[src/hdl/rv32i_instruction_encoder_macros.svh]
// Assertion macros for the encoder RTL.
// Included by modules that carry concurrent checks; no other dependencies.
`ifndef RV32I_INSTRUCTION_ENCODER_MACROS_SVH
`define RV32I_INSTRUCTION_ENCODER_MACROS_SVH

// same-cycle implication, disabled during reset
`define RVIE_ASSERT_NOW(label, clk, rst_n, ante, cons, msg) \
	label: assert property (@(posedge clk) disable iff (!rst_n) (ante) |-> (cons)) \
		else $error(msg);

// next-cycle implication, disabled during reset
`define RVIE_ASSERT_NEXT(label, clk, rst_n, ante, cons, msg) \
	label: assert property (@(posedge clk) disable iff (!rst_n) (ante) |=> (cons)) \
		else $error(msg);

`endif

[src/hdl/rvie_pkg.sv]
// Shared types, opcode constants and the mnemonic table of the RV32I encoder.
// No dependencies; imported by every module of the block.
package rvie_pkg;

	localparam int unsigned MN_COUNT = 30;

	localparam logic [6:0] OPC_OP     = 7'h33;
	localparam logic [6:0] OPC_OP_IMM = 7'h13;
	localparam logic [6:0] OPC_LOAD   = 7'h03;
	localparam logic [6:0] OPC_STORE  = 7'h23;
	localparam logic [6:0] OPC_BRANCH = 7'h63;
	localparam logic [6:0] OPC_JAL    = 7'h6F;
	localparam logic [6:0] OPC_JALR   = 7'h67;
	localparam logic [6:0] OPC_LUI    = 7'h37;
	localparam logic [6:0] OPC_AUIPC  = 7'h17;

	localparam logic [6:0] F7_BASE = 7'h00;
	localparam logic [6:0] F7_ALT  = 7'h20;

	localparam logic [31:0] ADDR_STEP = 32'd4;

	// FMT_RAW: raw text word, FMT_NONE: unused mnemonic code
	typedef enum logic [3:0] {
		FMT_R, FMT_I, FMT_L, FMT_S, FMT_B, FMT_J, FMT_U, FMT_RAW, FMT_NONE
	} fmt_t;

	typedef struct packed {
		fmt_t       fmt;
		logic [6:0] opcode;
		logic [2:0] funct3;
		logic [6:0] funct7;
	} op_entry_t;

	typedef struct packed {
		logic               mode;
		logic [4:0]         mnemonic;
		logic [4:0]         rd;
		logic [4:0]         rs1;
		logic [4:0]         rs2;
		logic signed [31:0] imm;
		logic               target_known;
		logic [31:0]        target_address;
	} in_t;

	typedef struct packed {
		logic [31:0] instruction_word;
		logic [31:0] instruction_address;
		logic        needs_relocation;
		logic        relocation_kind;
		logic        imm_out_of_range;
	} out_t;

	// classified transaction held between front and back
	typedef struct packed {
		fmt_t        fmt;
		logic [6:0]  opcode;
		logic [2:0]  funct3;
		logic [6:0]  funct7;
		logic [4:0]  rd;
		logic [4:0]  rs1;
		logic [4:0]  rs2;
		logic [31:0] imm;
		logic [19:0] off;    // branch/jump offset bits 20:1
		logic [31:0] addr;
		logic        reloc;
		logic        kind;
		logic        warn;
	} ent_t;

	localparam op_entry_t OP_TABLE [MN_COUNT] = '{
		'{FMT_R, OPC_OP, 3'h0, F7_BASE}, '{FMT_R, OPC_OP, 3'h0, F7_ALT},
		'{FMT_R, OPC_OP, 3'h1, F7_BASE}, '{FMT_R, OPC_OP, 3'h4, F7_BASE},
		'{FMT_R, OPC_OP, 3'h5, F7_BASE}, '{FMT_R, OPC_OP, 3'h5, F7_ALT},
		'{FMT_R, OPC_OP, 3'h6, F7_BASE}, '{FMT_R, OPC_OP, 3'h7, F7_BASE},
		'{FMT_I, OPC_OP_IMM, 3'h0, F7_BASE}, '{FMT_I, OPC_OP_IMM, 3'h4, F7_BASE},
		'{FMT_I, OPC_OP_IMM, 3'h6, F7_BASE}, '{FMT_I, OPC_OP_IMM, 3'h7, F7_BASE},
		'{FMT_I, OPC_OP_IMM, 3'h1, F7_BASE}, '{FMT_I, OPC_OP_IMM, 3'h5, F7_BASE},
		'{FMT_I, OPC_OP_IMM, 3'h5, F7_ALT},  '{FMT_I, OPC_OP_IMM, 3'h2, F7_BASE},
		'{FMT_L, OPC_LOAD, 3'h0, F7_BASE}, '{FMT_L, OPC_LOAD, 3'h1, F7_BASE},
		'{FMT_L, OPC_LOAD, 3'h2, F7_BASE},
		'{FMT_S, OPC_STORE, 3'h0, F7_BASE}, '{FMT_S, OPC_STORE, 3'h1, F7_BASE},
		'{FMT_S, OPC_STORE, 3'h2, F7_BASE},
		'{FMT_B, OPC_BRANCH, 3'h0, F7_BASE}, '{FMT_B, OPC_BRANCH, 3'h1, F7_BASE},
		'{FMT_B, OPC_BRANCH, 3'h4, F7_BASE}, '{FMT_B, OPC_BRANCH, 3'h5, F7_BASE},
		'{FMT_J, OPC_JAL, 3'h0, F7_BASE},
		'{FMT_L, OPC_JALR, 3'h0, F7_BASE},
		'{FMT_U, OPC_LUI, 3'h0, F7_BASE}, '{FMT_U, OPC_AUIPC, 3'h0, F7_BASE}
	};

endpackage

[src/hdl/rv32i_instruction_encoder.sv]
// Channel  | Dir | Handshake                 | Payload
// item     | in  | item_valid / item_stall   | rvie_pkg::in_t  (one instruction or raw word)
// result   | out | result_valid/result_stall | rvie_pkg::out_t (machine word and flags)
// One transaction per cycle while result_stall is low; each is queued, then registered.
// The front end assigns the text address and offset; a two-entry queue decouples it from
// the back end, whose output register holds the packed word.
// Reset clears the address counter to zero, empties the queue and drops result_valid.
// A stall on the result side fills the queue; item_stall rises once both entries are held.
// Top level: depends on rvie_pkg, rvie_front, rvie_queue and rvie_back.
module rv32i_instruction_encoder (
	input  logic           clk,
	input  logic           arst_n,
	input  logic           item_valid,
	output logic           item_stall,
	input  rvie_pkg::in_t  item,
	output logic           result_valid,
	input  logic           result_stall,
	output rvie_pkg::out_t result
);
	import rvie_pkg::*;

	logic push, pop, q_full, q_empty;
	ent_t push_ent, pop_ent;

	rvie_front u_front (
		.clk        (clk),
		.arst_n     (arst_n),
		.item_valid (item_valid),
		.item_stall (item_stall),
		.item       (item),
		.q_full     (q_full),
		.push       (push),
		.push_ent   (push_ent)
	);

	rvie_queue u_queue (
		.clk      (clk),
		.arst_n   (arst_n),
		.push     (push),
		.push_ent (push_ent),
		.pop      (pop),
		.pop_ent  (pop_ent),
		.full     (q_full),
		.empty    (q_empty)
	);

	rvie_back u_back (
		.clk          (clk),
		.arst_n       (arst_n),
		.q_empty      (q_empty),
		.pop_ent      (pop_ent),
		.pop          (pop),
		.result_valid (result_valid),
		.result_stall (result_stall),
		.result       (result)
	);

endmodule

[src/hdl/rvie_front.sv]
// Front end: accepts transactions, looks up the mnemonic, assigns the text
// address and resolves branch/jump offsets. Depends on rvie_pkg.
module rvie_front (
	input  logic               clk,
	input  logic               arst_n,
	input  logic               item_valid,
	output logic               item_stall,
	input  rvie_pkg::in_t      item,
	input  logic               q_full,
	output logic               push,
	output rvie_pkg::ent_t     push_ent
);
	import rvie_pkg::*;

	logic [31:0] addr_q;
	logic [31:0] diff;
	op_entry_t   e;
	logic        is_b, is_j, is_imm12, imm_oor;

	assign item_stall = q_full;
	assign push       = item_valid && !q_full;

	always_ff @(posedge clk or negedge arst_n) begin
		if (!arst_n) begin
			addr_q <= '0;
		end else if (push) begin
			addr_q <= addr_q + ADDR_STEP;
		end
	end

	assign diff = item.target_address - addr_q;
	// in range iff imm[31:11] is a pure sign extension
	assign imm_oor = !((&item.imm[31:11]) || !(|item.imm[31:11]));

	always_comb begin
		e = OP_TABLE[item.mnemonic];
		push_ent.opcode = e.opcode;
		push_ent.funct3 = e.funct3;
		push_ent.funct7 = e.funct7;
		if (item.mode) begin
			push_ent.fmt = FMT_RAW;
		end else if (32'(item.mnemonic) < MN_COUNT) begin
			push_ent.fmt = e.fmt;
		end else begin
			push_ent.fmt = FMT_NONE;
		end
		is_b     = (push_ent.fmt == FMT_B);
		is_j     = (push_ent.fmt == FMT_J);
		is_imm12 = (push_ent.fmt == FMT_I) || (push_ent.fmt == FMT_L) ||
			(push_ent.fmt == FMT_S);
		push_ent.rd    = item.rd;
		push_ent.rs1   = item.rs1;
		push_ent.rs2   = item.rs2;
		push_ent.imm   = item.imm;
		push_ent.addr  = addr_q;
		push_ent.off   = item.target_known ? diff[20:1] : '0;
		push_ent.reloc = (is_b || is_j) && !item.target_known;
		push_ent.kind  = is_j && !item.target_known;
		push_ent.warn  = is_imm12 && imm_oor;
	end

endmodule

[src/hdl/rvie_queue.sv]
// Two-entry queue between front and back ends.
// Depends on rvie_pkg and the assertion macro header.
`include "rv32i_instruction_encoder_macros.svh"

module rvie_queue (
	input  logic           clk,
	input  logic           arst_n,
	input  logic           push,
	input  rvie_pkg::ent_t push_ent,
	input  logic           pop,
	output rvie_pkg::ent_t pop_ent,
	output logic           full,
	output logic           empty
);
	import rvie_pkg::*;

	ent_t       mem_q [2];
	logic       wr_ptr_q, rd_ptr_q;
	logic [1:0] count_q;

	assign full    = (count_q == 2'd2);
	assign empty   = (count_q == 2'd0);
	assign pop_ent = mem_q[rd_ptr_q];

	always_ff @(posedge clk) begin
		if (push) begin
			mem_q[wr_ptr_q] <= push_ent;
		end
	end

	always_ff @(posedge clk or negedge arst_n) begin
		if (!arst_n) begin
			wr_ptr_q <= 1'b0;
			rd_ptr_q <= 1'b0;
			count_q  <= '0;
		end else begin
			if (push) wr_ptr_q <= !wr_ptr_q;
			if (pop) rd_ptr_q <= !rd_ptr_q;
			if (push && !pop) begin
				count_q <= count_q + 2'd1;
			end else if (pop && !push) begin
				count_q <= count_q - 2'd1;
			end
		end
	end

	`RVIE_ASSERT_NOW(a_count_bound, clk, arst_n, 1'b1, count_q != 2'd3, "queue count overran")
	`RVIE_ASSERT_NOW(a_no_pop_empty, clk, arst_n, empty, !pop, "pop from empty queue")
	`RVIE_ASSERT_NOW(a_no_push_full, clk, arst_n, full, !push, "push into full queue")
	`RVIE_ASSERT_NEXT(a_push_grow, clk, arst_n, push && !pop, count_q == $past(count_q) + 2'd1, "count did not grow")

endmodule

[src/hdl/rvie_back.sv]
// Back end: packs the classified transaction into the machine word and holds
// it in the output register. Depends on rvie_pkg.
module rvie_back (
	input  logic           clk,
	input  logic           arst_n,
	input  logic           q_empty,
	input  rvie_pkg::ent_t pop_ent,
	output logic           pop,
	output logic           result_valid,
	input  logic           result_stall,
	output rvie_pkg::out_t result
);
	import rvie_pkg::*;

	logic        valid_q;
	out_t        result_q;
	logic [31:0] word;
	ent_t        x;

	assign x   = pop_ent;
	assign pop = !q_empty && (!valid_q || !result_stall);

	always_comb begin
		unique case (x.fmt)
			FMT_R:   word = {x.funct7, x.rs2, x.rs1, x.funct3, x.rd, x.opcode};
			// shift immediates OR funct7 over imm[11:5]
			FMT_I, FMT_L: word = {x.imm[11:5] | x.funct7, x.imm[4:0], x.rs1, x.funct3,
				x.rd, x.opcode};
			FMT_S:   word = {x.imm[11:5], x.rs2, x.rs1, x.funct3, x.imm[4:0], x.opcode};
			FMT_B:   word = {x.off[11], x.off[9:4], x.rs2, x.rs1, x.funct3, x.off[3:0],
				x.off[10], x.opcode};
			FMT_J:   word = {x.off[19], x.off[9:0], x.off[10], x.off[18:11], x.rd,
				x.opcode};
			FMT_U:   word = {x.imm[19:0], x.rd, x.opcode};
			FMT_RAW: word = x.imm;
			FMT_NONE: word = '0;
			default: word = '0;
		endcase
	end

	always_ff @(posedge clk or negedge arst_n) begin
		if (!arst_n) begin
			valid_q <= 1'b0;
		end else if (!valid_q || !result_stall) begin
			valid_q <= !q_empty;
		end
	end

	always_ff @(posedge clk) begin
		if (pop) begin
			result_q.instruction_word    <= word;
			result_q.instruction_address <= x.addr;
			result_q.needs_relocation    <= x.reloc;
			result_q.relocation_kind     <= x.kind;
			result_q.imm_out_of_range    <= x.warn;
		end
	end

	assign result_valid = valid_q;
	assign result       = result_q;

endmodule

[config.mk]
export PLATFORM = sky130hd
export DESIGN_NAME = rv32i_instruction_encoder
export DESIGN_NICKNAME = d
export VERILOG_FILES = /design/src/hdl/rvie_pkg.sv /design/src/hdl/rv32i_instruction_encoder.sv /design/src/hdl/rvie_front.sv /design/src/hdl/rvie_queue.sv /design/src/hdl/rvie_back.sv
export VERILOG_INCLUDE_DIRS = /design/src /design/src/hdl
export SDC_FILE = /design/constraint.sdc
export NUM_CORES = 1
export LEC_CHECK = 0
export BUFFER_PORTS_ARGS = -buffer_cell sky130_fd_sc_hd__buf_2
export CAP_MARGIN = 20
export CORE_ASPECT_RATIO = 0.5
export CORE_MARGIN = 2
export CORE_UTILIZATION = 55
export CTS_CLUSTER_DIAMETER = 40
export CTS_CLUSTER_SIZE = 8
export DETAILED_ROUTE_END_ITERATION = 10
export GPL_TIMING_DRIVEN = 0
export HOLD_SLACK_MARGIN = 0.08
export PLACE_DENSITY = 0.86
export SETUP_SLACK_MARGIN = 0.2
export SYNTH_ARGS = -nofsm -noshare
export SYNTH_HDL_FRONTEND = slang
export SYNTH_SLANG_ARGS = --single-unit
[constraint.sdc]
create_clock -name clk -period 14.1 [get_ports clk]
set_input_delay 0.705 -clock clk [delete_from_list [all_inputs] [get_ports clk]]
set_output_delay 0.705 -clock clk [all_outputs]
set_load 0.05 [all_outputs]
==> qor.csv, run 1 <==
stage,metric,value,unit
outcome,outcome,"complete, no violations",
global_routing,grt_max_degree,48,
worst_setup_path,cp_max_fo,7,
clocking,clock_sinks,326,
sta,slew_violations,0,
clocking,cts_resized,0,
floorplan,design.core.area,25200,µm²
clocking,htreeDepth,2,
worst_setup_path,critPathRequiredTime,14.44,ns
drt,route.vias.total,9220,
drt,drtIter0Drc,1304,
yosys,synth-async-reset-ratio,0.107,
worst_setup_path,critPathLaunchType,flop,
drt,dr.pass1.iters,6,
global_routing,antenna_found_initial,0,
placed_design,place_area,15400,µm²
layout,diodes,0,
placed_design,port_buffers,144,
layout,areaGrowthSynthToFinish,18.0,%
yosys,synth-seq-cells,326,
clocking,cts_root_buffer,clkbuf_16,
floorplan,num_rows,41,
sta,period_minus_slack,2.61,ns
yosys,syn_area,14100,µm²
clocking,clockBufferDepth,3,
floorplan,ioPinCount,159,
placed_design,gp_congestion,1.03,
drt,wl_per_cell,21.7,µm
yosys,ys_seq_area_frac,0.683,
yosys,syn_inst,960,
worst_setup_path,cpMaxStageDelayCell,dfrtp_1,
layout,fill_cells,1672,
pwr,peakVddDrop,0.0956,mV
sta,skew,0.0172,ns
floorplan,die_w,230,µm
sta,finalHoldViolCount,0,
layout,postLayoutCoreUtil,0.660,
pwr,powerDensity,228,nW/µm²
placed_design,dp_hpwl,22500,µm
yosys,ys_types,72,
worst_setup_path,end_kind,flop,
clocking,cts_tree,done,
sta,relSlewSlack,0.381,
drt,drc,0,
sta,finalCritPeriodShare,0.185,
layout,drive_above_1_share,0.241,
drt,viasPerCell,6.07,
layout,design_area,16600,µm²
global_routing,grt_use_total,0.247,
clocking,postCtsSetupBuffers,0,
worst_setup_path,cp_cell_sequence,inv_1 > ha_1 > o211ai_1 > a21oi_1 > o21a_1 > nor2b_1 > o311ai_0 > mux2i_1,
pwr,power.leakage,6.24,nW
layout,nets,1275,
yosys,yosys_warnings,0,
layout,layoutNonFillerInstCount,1520,
clocking,worstSkewPairLatency,0.54,ns
clocking,clk_pin_slew,0.05,ns
drt,wl,32900,µm
clocking,cts_buffers,46,
sta,setup_viol,0,
hold_path,hold_class,primary input to async pin,
sta,worstMarginPinSlew,0.927,ns
flow_run,drv_cap,0,
clocking,cts_hold_buffers,0,
floorplan,die_area,27000,µm²
yosys,synth_edf_count,291,
drt,ant_nets,0,
layout,multiInputGateArea,4130,µm²
global_routing,grt_overflow_total,0,
global_routing,grt_pass1_wl,50400,µm
worst_setup_path,arrival,2.95,ns
sta,holdWs,0.258,ns
worst_setup_path,worstSetupPathType,flop to flop,
sta,setup_tns,0,ns
global_routing,grt_pass1_vias,9120,
floorplan,initial_core_util,0.559,
placed_design,placed_cells,1455,
floorplan,die_h,117,µm
yosys,ys_dominant_reg_cell,edfxtp_1,
sta,max_freq,383,MHz
layout,seq_area,9610,µm²
yosys,syn_avg_cell_area,14.7,µm²
worst_setup_path,critPathMaxStageDelay,0.48,ns
sta,rsz0062_at_grt,no,
[final timing paths]
check,startpoint,to,slack (ns),cells past startpoint
min,arst_n,u_front.addr_q[18]$_DFFE_PN0P_,0.26,1
max,u_front.addr_q[6]$_DFFE_PN0P_,u_queue.mem_q[0][53]$_DFFE_PP_,11.49,8
max reg2reg,u_front.addr_q[6]$_DFFE_PN0P_,u_queue.mem_q[0][53]$_DFFE_PP_,11.49,8
min in group clk,item[70],u_queue.mem_q[1][92]$_DFFE_PP_,0.35,1
max in group asynchronous,arst_n,u_front.addr_q[22]$_DFFE_PN0P_,13.30,1
min reg2reg,u_front.addr_q[31]$_DFFE_PN0P_,u_queue.mem_q[0][34]$_DFFE_PP_,0.49,0
[final cells by class]
type	instances	share of cell area
Sequential cell	326	0.579
Multi-Input combinational cell	558	0.248
Clock buffer	61	0.0727
Timing Repair Buffer	150	0.0511
Tap cell	344	0.0259
Buffer	35	0.0115
Inverter	42	0.00949
Clock inverter	4	0.00226
[critical path, delay by kind of cell, from the launching register on]
kind            cells  cell delay, ns
compound gates      4            0.96
fa+ha+maj           1            0.38
buf+inv             1            0.12
flops               1            0.48
mux                 1            0.38
simple gates        1            0.10
[where the power goes]
| part | internal (W) | switching [W] | total [W] |
|---|---|---|---|
| Clock | 0.000588 | 0.000377 | 0.000966 |
| Combinational | 0.000394 | 0.000929 | 0.00132 |
| Sequential | 0.00141 | 0.0000962 | 0.00151 |
| Total | 0.00239 | 0.00140 | 0.00379 |
[per-stage QoR]
| stage | worst slack [ns] | total power (W) |
|---|---|---|
| 5_1_grt | 11.35 | 0.00394 |
| 4_1_cts | 11.54 | 0.00379 |
| 3_3_place_gp | 5.42 | 0.00279 |
| 2_1_floorplan | 8.02 | 0.00245 |
| 3_5_place_dp | 11.18 | 0.00282 |
| 6_report | 11.49 | 0.00379 |
[layer usage]
metal / routed length [µm] / track usage / vias to the layer above / part of all wire
met3: 2610 / 0.0487 / 103 / 0.079
met1: 13300 / 0.318 / 4535 / 0.40
met2: 15800 / 0.415 / 494 / 0.48
met4: 1260 / 0.111 / 0 / 0.038
li1: - / - / 4088 / -
met5: 0 / 0 / - / 0
[cells in the mapped netlist (all sizes together), types with 18 or more instances]
library cell  instances  area (µm²)
nor2                 30         113
xnor2                38         333
nand2b               18         115
nor3                 19         111
o22ai                32         200
a21oi                43         215
o21ai                33         165
inv                  42         158
buf                  27         160
nand2                52         198
ha                   25         313
mux2                 40         450
dfrtp                35         876
mux2i                59         591
edfxtp              291        8740
[cell usage in the layout, fill, tap and decap left out, types with 3 or more instances in the layout]
cell	instances
a21boi_0	7
a21o_1	4
a21oi_1	43
a221o_1	8
a22o_1	6
a22oi_1	6
a2bb2oi_1	5
a31oi_1	4
and2_1	12
and3_1	10
and4_1	3
buf_12	5
buf_2	161
buf_4	6
clkbuf_1	22
clkbuf_16	46
dfrtp_1	35
edfxtp_1	291
ha_1	25
inv_1	40
mux2_2	39
mux2i_1	59
nand2_1	51
nand2b_1	17
nand3_1	12
nand4_1	11
nor2_1	29
nor2b_1	9
nor3_1	17
nor4_1	5
o211ai_1	5
o21a_1	7
o21ai_0	33
o221ai_1	9
o22ai_1	32
or3_1	3
xnor2_1	38
xor2_1	9
[kinds of logic (layout without fill, tap and decap cells)]
kind of cell | count (synthesis) | after routing | synth area share
AND/OR/NAND/NOR | 198 | 198 | 0.0762
XOR/XNOR | 47 | 47 | 0.0292
adder cells (fa/ha/maj) | 26 | 26 | 0.0236
flip-flops | 326 | 326 | 0.683
buffers and inverters | 77 | 292 | 0.0248
multiplexers | 99 | 99 | 0.0740
other | 1 | 2 | 0.000266
AO/OA/AOI/OAI | 186 | 186 | 0.0889
[registers in the layout (all words and copies together) (netlist names)]
signal,flops
u_back.result,65
u_back.result_valid,1
u_front.addr_q,30
u_queue.count_q,2
u_queue.mem_q,226
u_queue.rd_ptr_q,1
u_queue.wr_ptr_q,1
(Power assumes the default switching activity.)
==> inputs of run 2 (changes only) <==
Settings changed: ABC_AREA set to 1, CORE_UTILIZATION 55 to 53.
Clock period 14.1 ns to 2.4 ns, I/O delays scaled along.
==> qor.csv, run 2 <==
stage,metric,value,unit,change
worst_setup_path,rr_worst_depth,6,,-2
pwr,p_clk_frac,0.245,,-0.010
clocking,cts_tree,done,,
yosys,syn_inst,1431,,+49%
layout,seq_area,9620,µm²,+0.10%
clocking,htreeDepth,2,,unchanged
floorplan,ioPinCount,159,,unchanged
layout,final_common_cell,nand2_1,,
layout,multiInputGateArea,4570,µm²,+11%
drt,viasPerCell,5.74,,-5.4%
worst_setup_path,critPathMaxStageDelay,0.68,ns,+0.20 ns
pwr,p_sw,0.00995,W,+610%
worst_setup_path,end_kind,flop,,
floorplan,die_h,122,µm,+4.0%
floorplan,die_area,29200,µm²,+8.2%
sta,final.setup.worst_slack,0.225,ns,-11.27 ns
placed_design,place_area,16100,µm²,+4.8%
worst_setup_path,rr_startpoint,u_queue.rd_ptr_q$_DFFE_PN0P_,,
worst_setup_path,cp_max_fo,10,,+3
global_routing,grt_pass1_vias,11804,,+29%
floorplan,initial_core_util,0.535,,-0.0239
sta,setup_viol,0,,unchanged
layout,fill_cells,1881,,+13%
yosys,yosysTopAreaCell,edfxtp_1,,
worst_setup_path,cp-endpoint,u_back.result[36]$_DFFE_PP_,,
clocking,cts_root_buffer,clkbuf_16,,
floorplan,design.core.area,27500,µm²,+9.2%
clocking,cts_buffers,47,,+2.2%
yosys,synth_common_cells,"nand2_1, edfxtp_1, nor2_1",,
outcome,outcome,"complete, no violations",,
worst_setup_path,cp_cell_sequence,buf_6 > clkbuf_1 > nand2_1 > o21ai_0 > inv_1 > a21oi_1,,
clocking,worstSkewPairLatency,0.55,ns,about the same
floorplan,die_w,240,µm,+4.1%
worst_setup_path,arrival,2.56,ns,-0.39 ns
pwr,powerDensity,1330,nW/µm²,+480%
floorplan,num_rows,43,,+4.9%
drt,drc,0,,unchanged
worst_setup_path,worstSetupPathType,flop to flop,,
layout,largest_reg_flops,226,,unchanged
layout,drive_above_1_share,0.173,,-0.0681
pwr,seq_power_share,0.375,,-0.022
sta,relSlewSlack,0.402,,+0.0214
drt,ant_nets,0,,unchanged
yosys,synth_most_common_cell,nand2_1,,
placed_design,gp_congestion,0.943,,-8.3%
worst_setup_path,critPathLaunchType,flop,,
worst_setup_path,reg2reg_to,u_back.result[36]$_DFFE_PP_,,
global_routing,grt_max_degree,44,,-8.3%
drt,wl_per_cell,20.0,µm,-7.4%
worst_setup_path,crit_start,u_queue.rd_ptr_q$_DFFE_PN0P_,,
yosys,synth.top_cell.area_share,0.594,,-0.0267
sta,slew_violations,0,,unchanged
layout,nets,1810,,+42%
yosys,synth.area.top_cells,"edfxtp_1, nand2_1, dfrtp_1",,
yosys,synth-async-reset-ratio,0.107,,unchanged
drt,wl,42000,µm,+28%
layout,top_register,u_queue.mem_q,,
drt,route.vias.total,12024,,+30%
worst_setup_path,crit_family,buffers and inverters,,
sta,skew,0.0144,ns,-0.00280 ns
drt,drtIter0Drc,1968,,+51%
yosys,synth_edf_count,291,,unchanged
global_routing,grt_use_total,0.290,,+0.0433
global_routing,grt_pass1_wl,63900,µm,+27%
clocking,clk_pin_slew,0.06,ns,about the same
placed_design,port_buffers,141,,-2.1%
layout,areaGrowthSynthToFinish,22.7,%,
yosys,syn_avg_cell_area,10.3,µm²,-30%
yosys,ys_dominant_reg_cell,edfxtp_1,,
worst_setup_path,critPathRequiredTime,2.78,ns,-11.66 ns
layout,design_area,18100,µm²,+8.6%
pwr,power.leakage,7.60,nW,+22%
worst_setup_path,cp_num_cells,6,,-2
sta,max_freq,460,MHz,+20%
pwr,switching_share,0.413,,+0.0438
worst_setup_path,cpMaxStageDelayCell,clkbuf_1,,
flow_run,drv_cap,0,,unchanged
hold_path,hold_class,primary input to flop,,
global_routing,antenna_found_initial,1,,+1
pwr,peakVddDrop,0.627,mV,+560%
sta,rsz0062_at_grt,yes,,
pwr,p_int,0.0141,W,+490%
global_routing,grt_overflow_total,0,,unchanged
worst_setup_path,reg2reg_slack,0.23,ns,-11.27 ns
yosys,yosys_warnings,0,,unchanged
worst_setup_path,critPathBufInv,3,,+2
pwr,pwr-share-comb,0.380,,+0.032
yosys,syn_area,14700,µm²,+4.5%
drt,dr.pass1.iters,8,,+2
yosys,ys_seq_area_frac,0.654,,-0.0293
placed_design,preCtsSetupSlack,-0.519,ns,-11.69 ns
sta,period_minus_slack,2.17,ns,-0.434 ns
sta,finalCritPeriodShare,0.906,,+0.721
clocking,clock_sinks,326,,unchanged
yosys,ys_types,43,,-40%
sta,finalHoldViolCount,0,,unchanged
layout,final_cell_mix,"nand2_1, edfxtp_1, buf_2",,
clocking,clockBufferDepth,3,,unchanged
placed_design,dp_hpwl,25900,µm,+15%
yosys,synth-seq-cells,326,,unchanged
sta,worstMarginPinSlew,0.896,ns,-0.0308 ns
-- run 2: final cells by class --
type / count / area share
buffer: 40 / 0.0125
inverter: 98 / 0.0210
tap: 382 / 0.0265
antenna: 1 / 0.000139
clock buffer: 64 / 0.0687
sequential: 326 / 0.533
timing repair inverter: 1 / 0.000277
multi-input combinational: 969 / 0.253
clock inverter: 4 / 0.00256
timing repair buffer: 211 / 0.0822
-- run 2: power groups by stage --
| stage | clock, W | combinational [W] | sequential (W) |
|---|---|---|---|
| final | 0.00590 | 0.00915 | 0.00903 |
| after global routing | 0.00619 | 0.00967 | 0.00914 |
| after CTS | 0.00588 | 0.00881 | 0.00900 |
| after detailed placement | 0 | 0.00851 | 0.00904 |
| after global placement | 0 | 0.00811 | 0.00908 |
| after floorplan | 0 | 0.00381 | 0.0110 |
-- run 2: layer usage --
layer  GRT usage  vias up  wire length (µm)
li1            -     5308                 -
met3      0.0653      210              4540
met4       0.152        0              2300
met2       0.486      925             20000
met5           0        -                 0
met1       0.356     5581             15200
-- run 2: through the flow --
| stage | cells | TNS (ns) | util | power [W] | hold WS [ns] |
|---|---|---|---|---|---|
| CTS | 2090 | 0 | 0.654 | 0.0237 | 0.115 |
| detailed placement | 1963 | -28.00 | 0.586 | 0.0175 | 0.275 |
| floorplan | 1432 | -82.87 | - | 0.0148 | -0.176 |
| finish | 2096 | 0 | 0.657 | 0.0241 | 0.138 |
| global route | 2095 | 0 | 0.657 | 0.0250 | 0.149 |
| global placement | 1955 | -360.68 | 0.580 | 0.0172 | 0.255 |
-- run 2: cells by family after synthesis --
| logic type | share of synthesized area |
|---|---|
| DFF | 0.654 |
| AOI/OAI and AO/OA | 0.0358 |
| xor gates and xnor gates | 0.0125 |
| buffers and inverters | 0.0400 |
| adders and majority gates | 0.0226 |
| muxes | 0.00340 |
| other | 0.000255 |
| and+or+nand+nor | 0.232 |
-- run 2: timing repair --
item                                    CTS  global route
cloned                                    2             0
hold endpoints to repair                150             0
hold buffers                             55             0
buffers inserted                          2             5
endpoints found under the setup margin  104            86
pin swaps                                 1             2
resized for setup                         5            14
-- run 2: tightest hold or removal path, cell delays in order --
cell and delay [ns]:
buf_2 0.12, xor2_1 0.09, a21oi_1 0.12, nor2_1 0.07
-- run 2: worst min-delay path by stage --
stage | from | endpoint | depth (start not counted)
global route | item[20] | u_queue.mem_q[0][54]$_DFFE_PP_ | 4
CTS | item[20] | u_queue.mem_q[0][54]$_DFFE_PP_ | 4
global placement | arst_n | u_queue.wr_ptr_q$_DFFE_PN0P_ | 1
floorplan | arst_n | u_back.result_valid$_DFFE_PN0N_ | 0
finish | item[20] | u_queue.mem_q[0][54]$_DFFE_PP_ | 4
detailed placement | arst_n | u_queue.wr_ptr_q$_DFFE_PN0P_ | 1
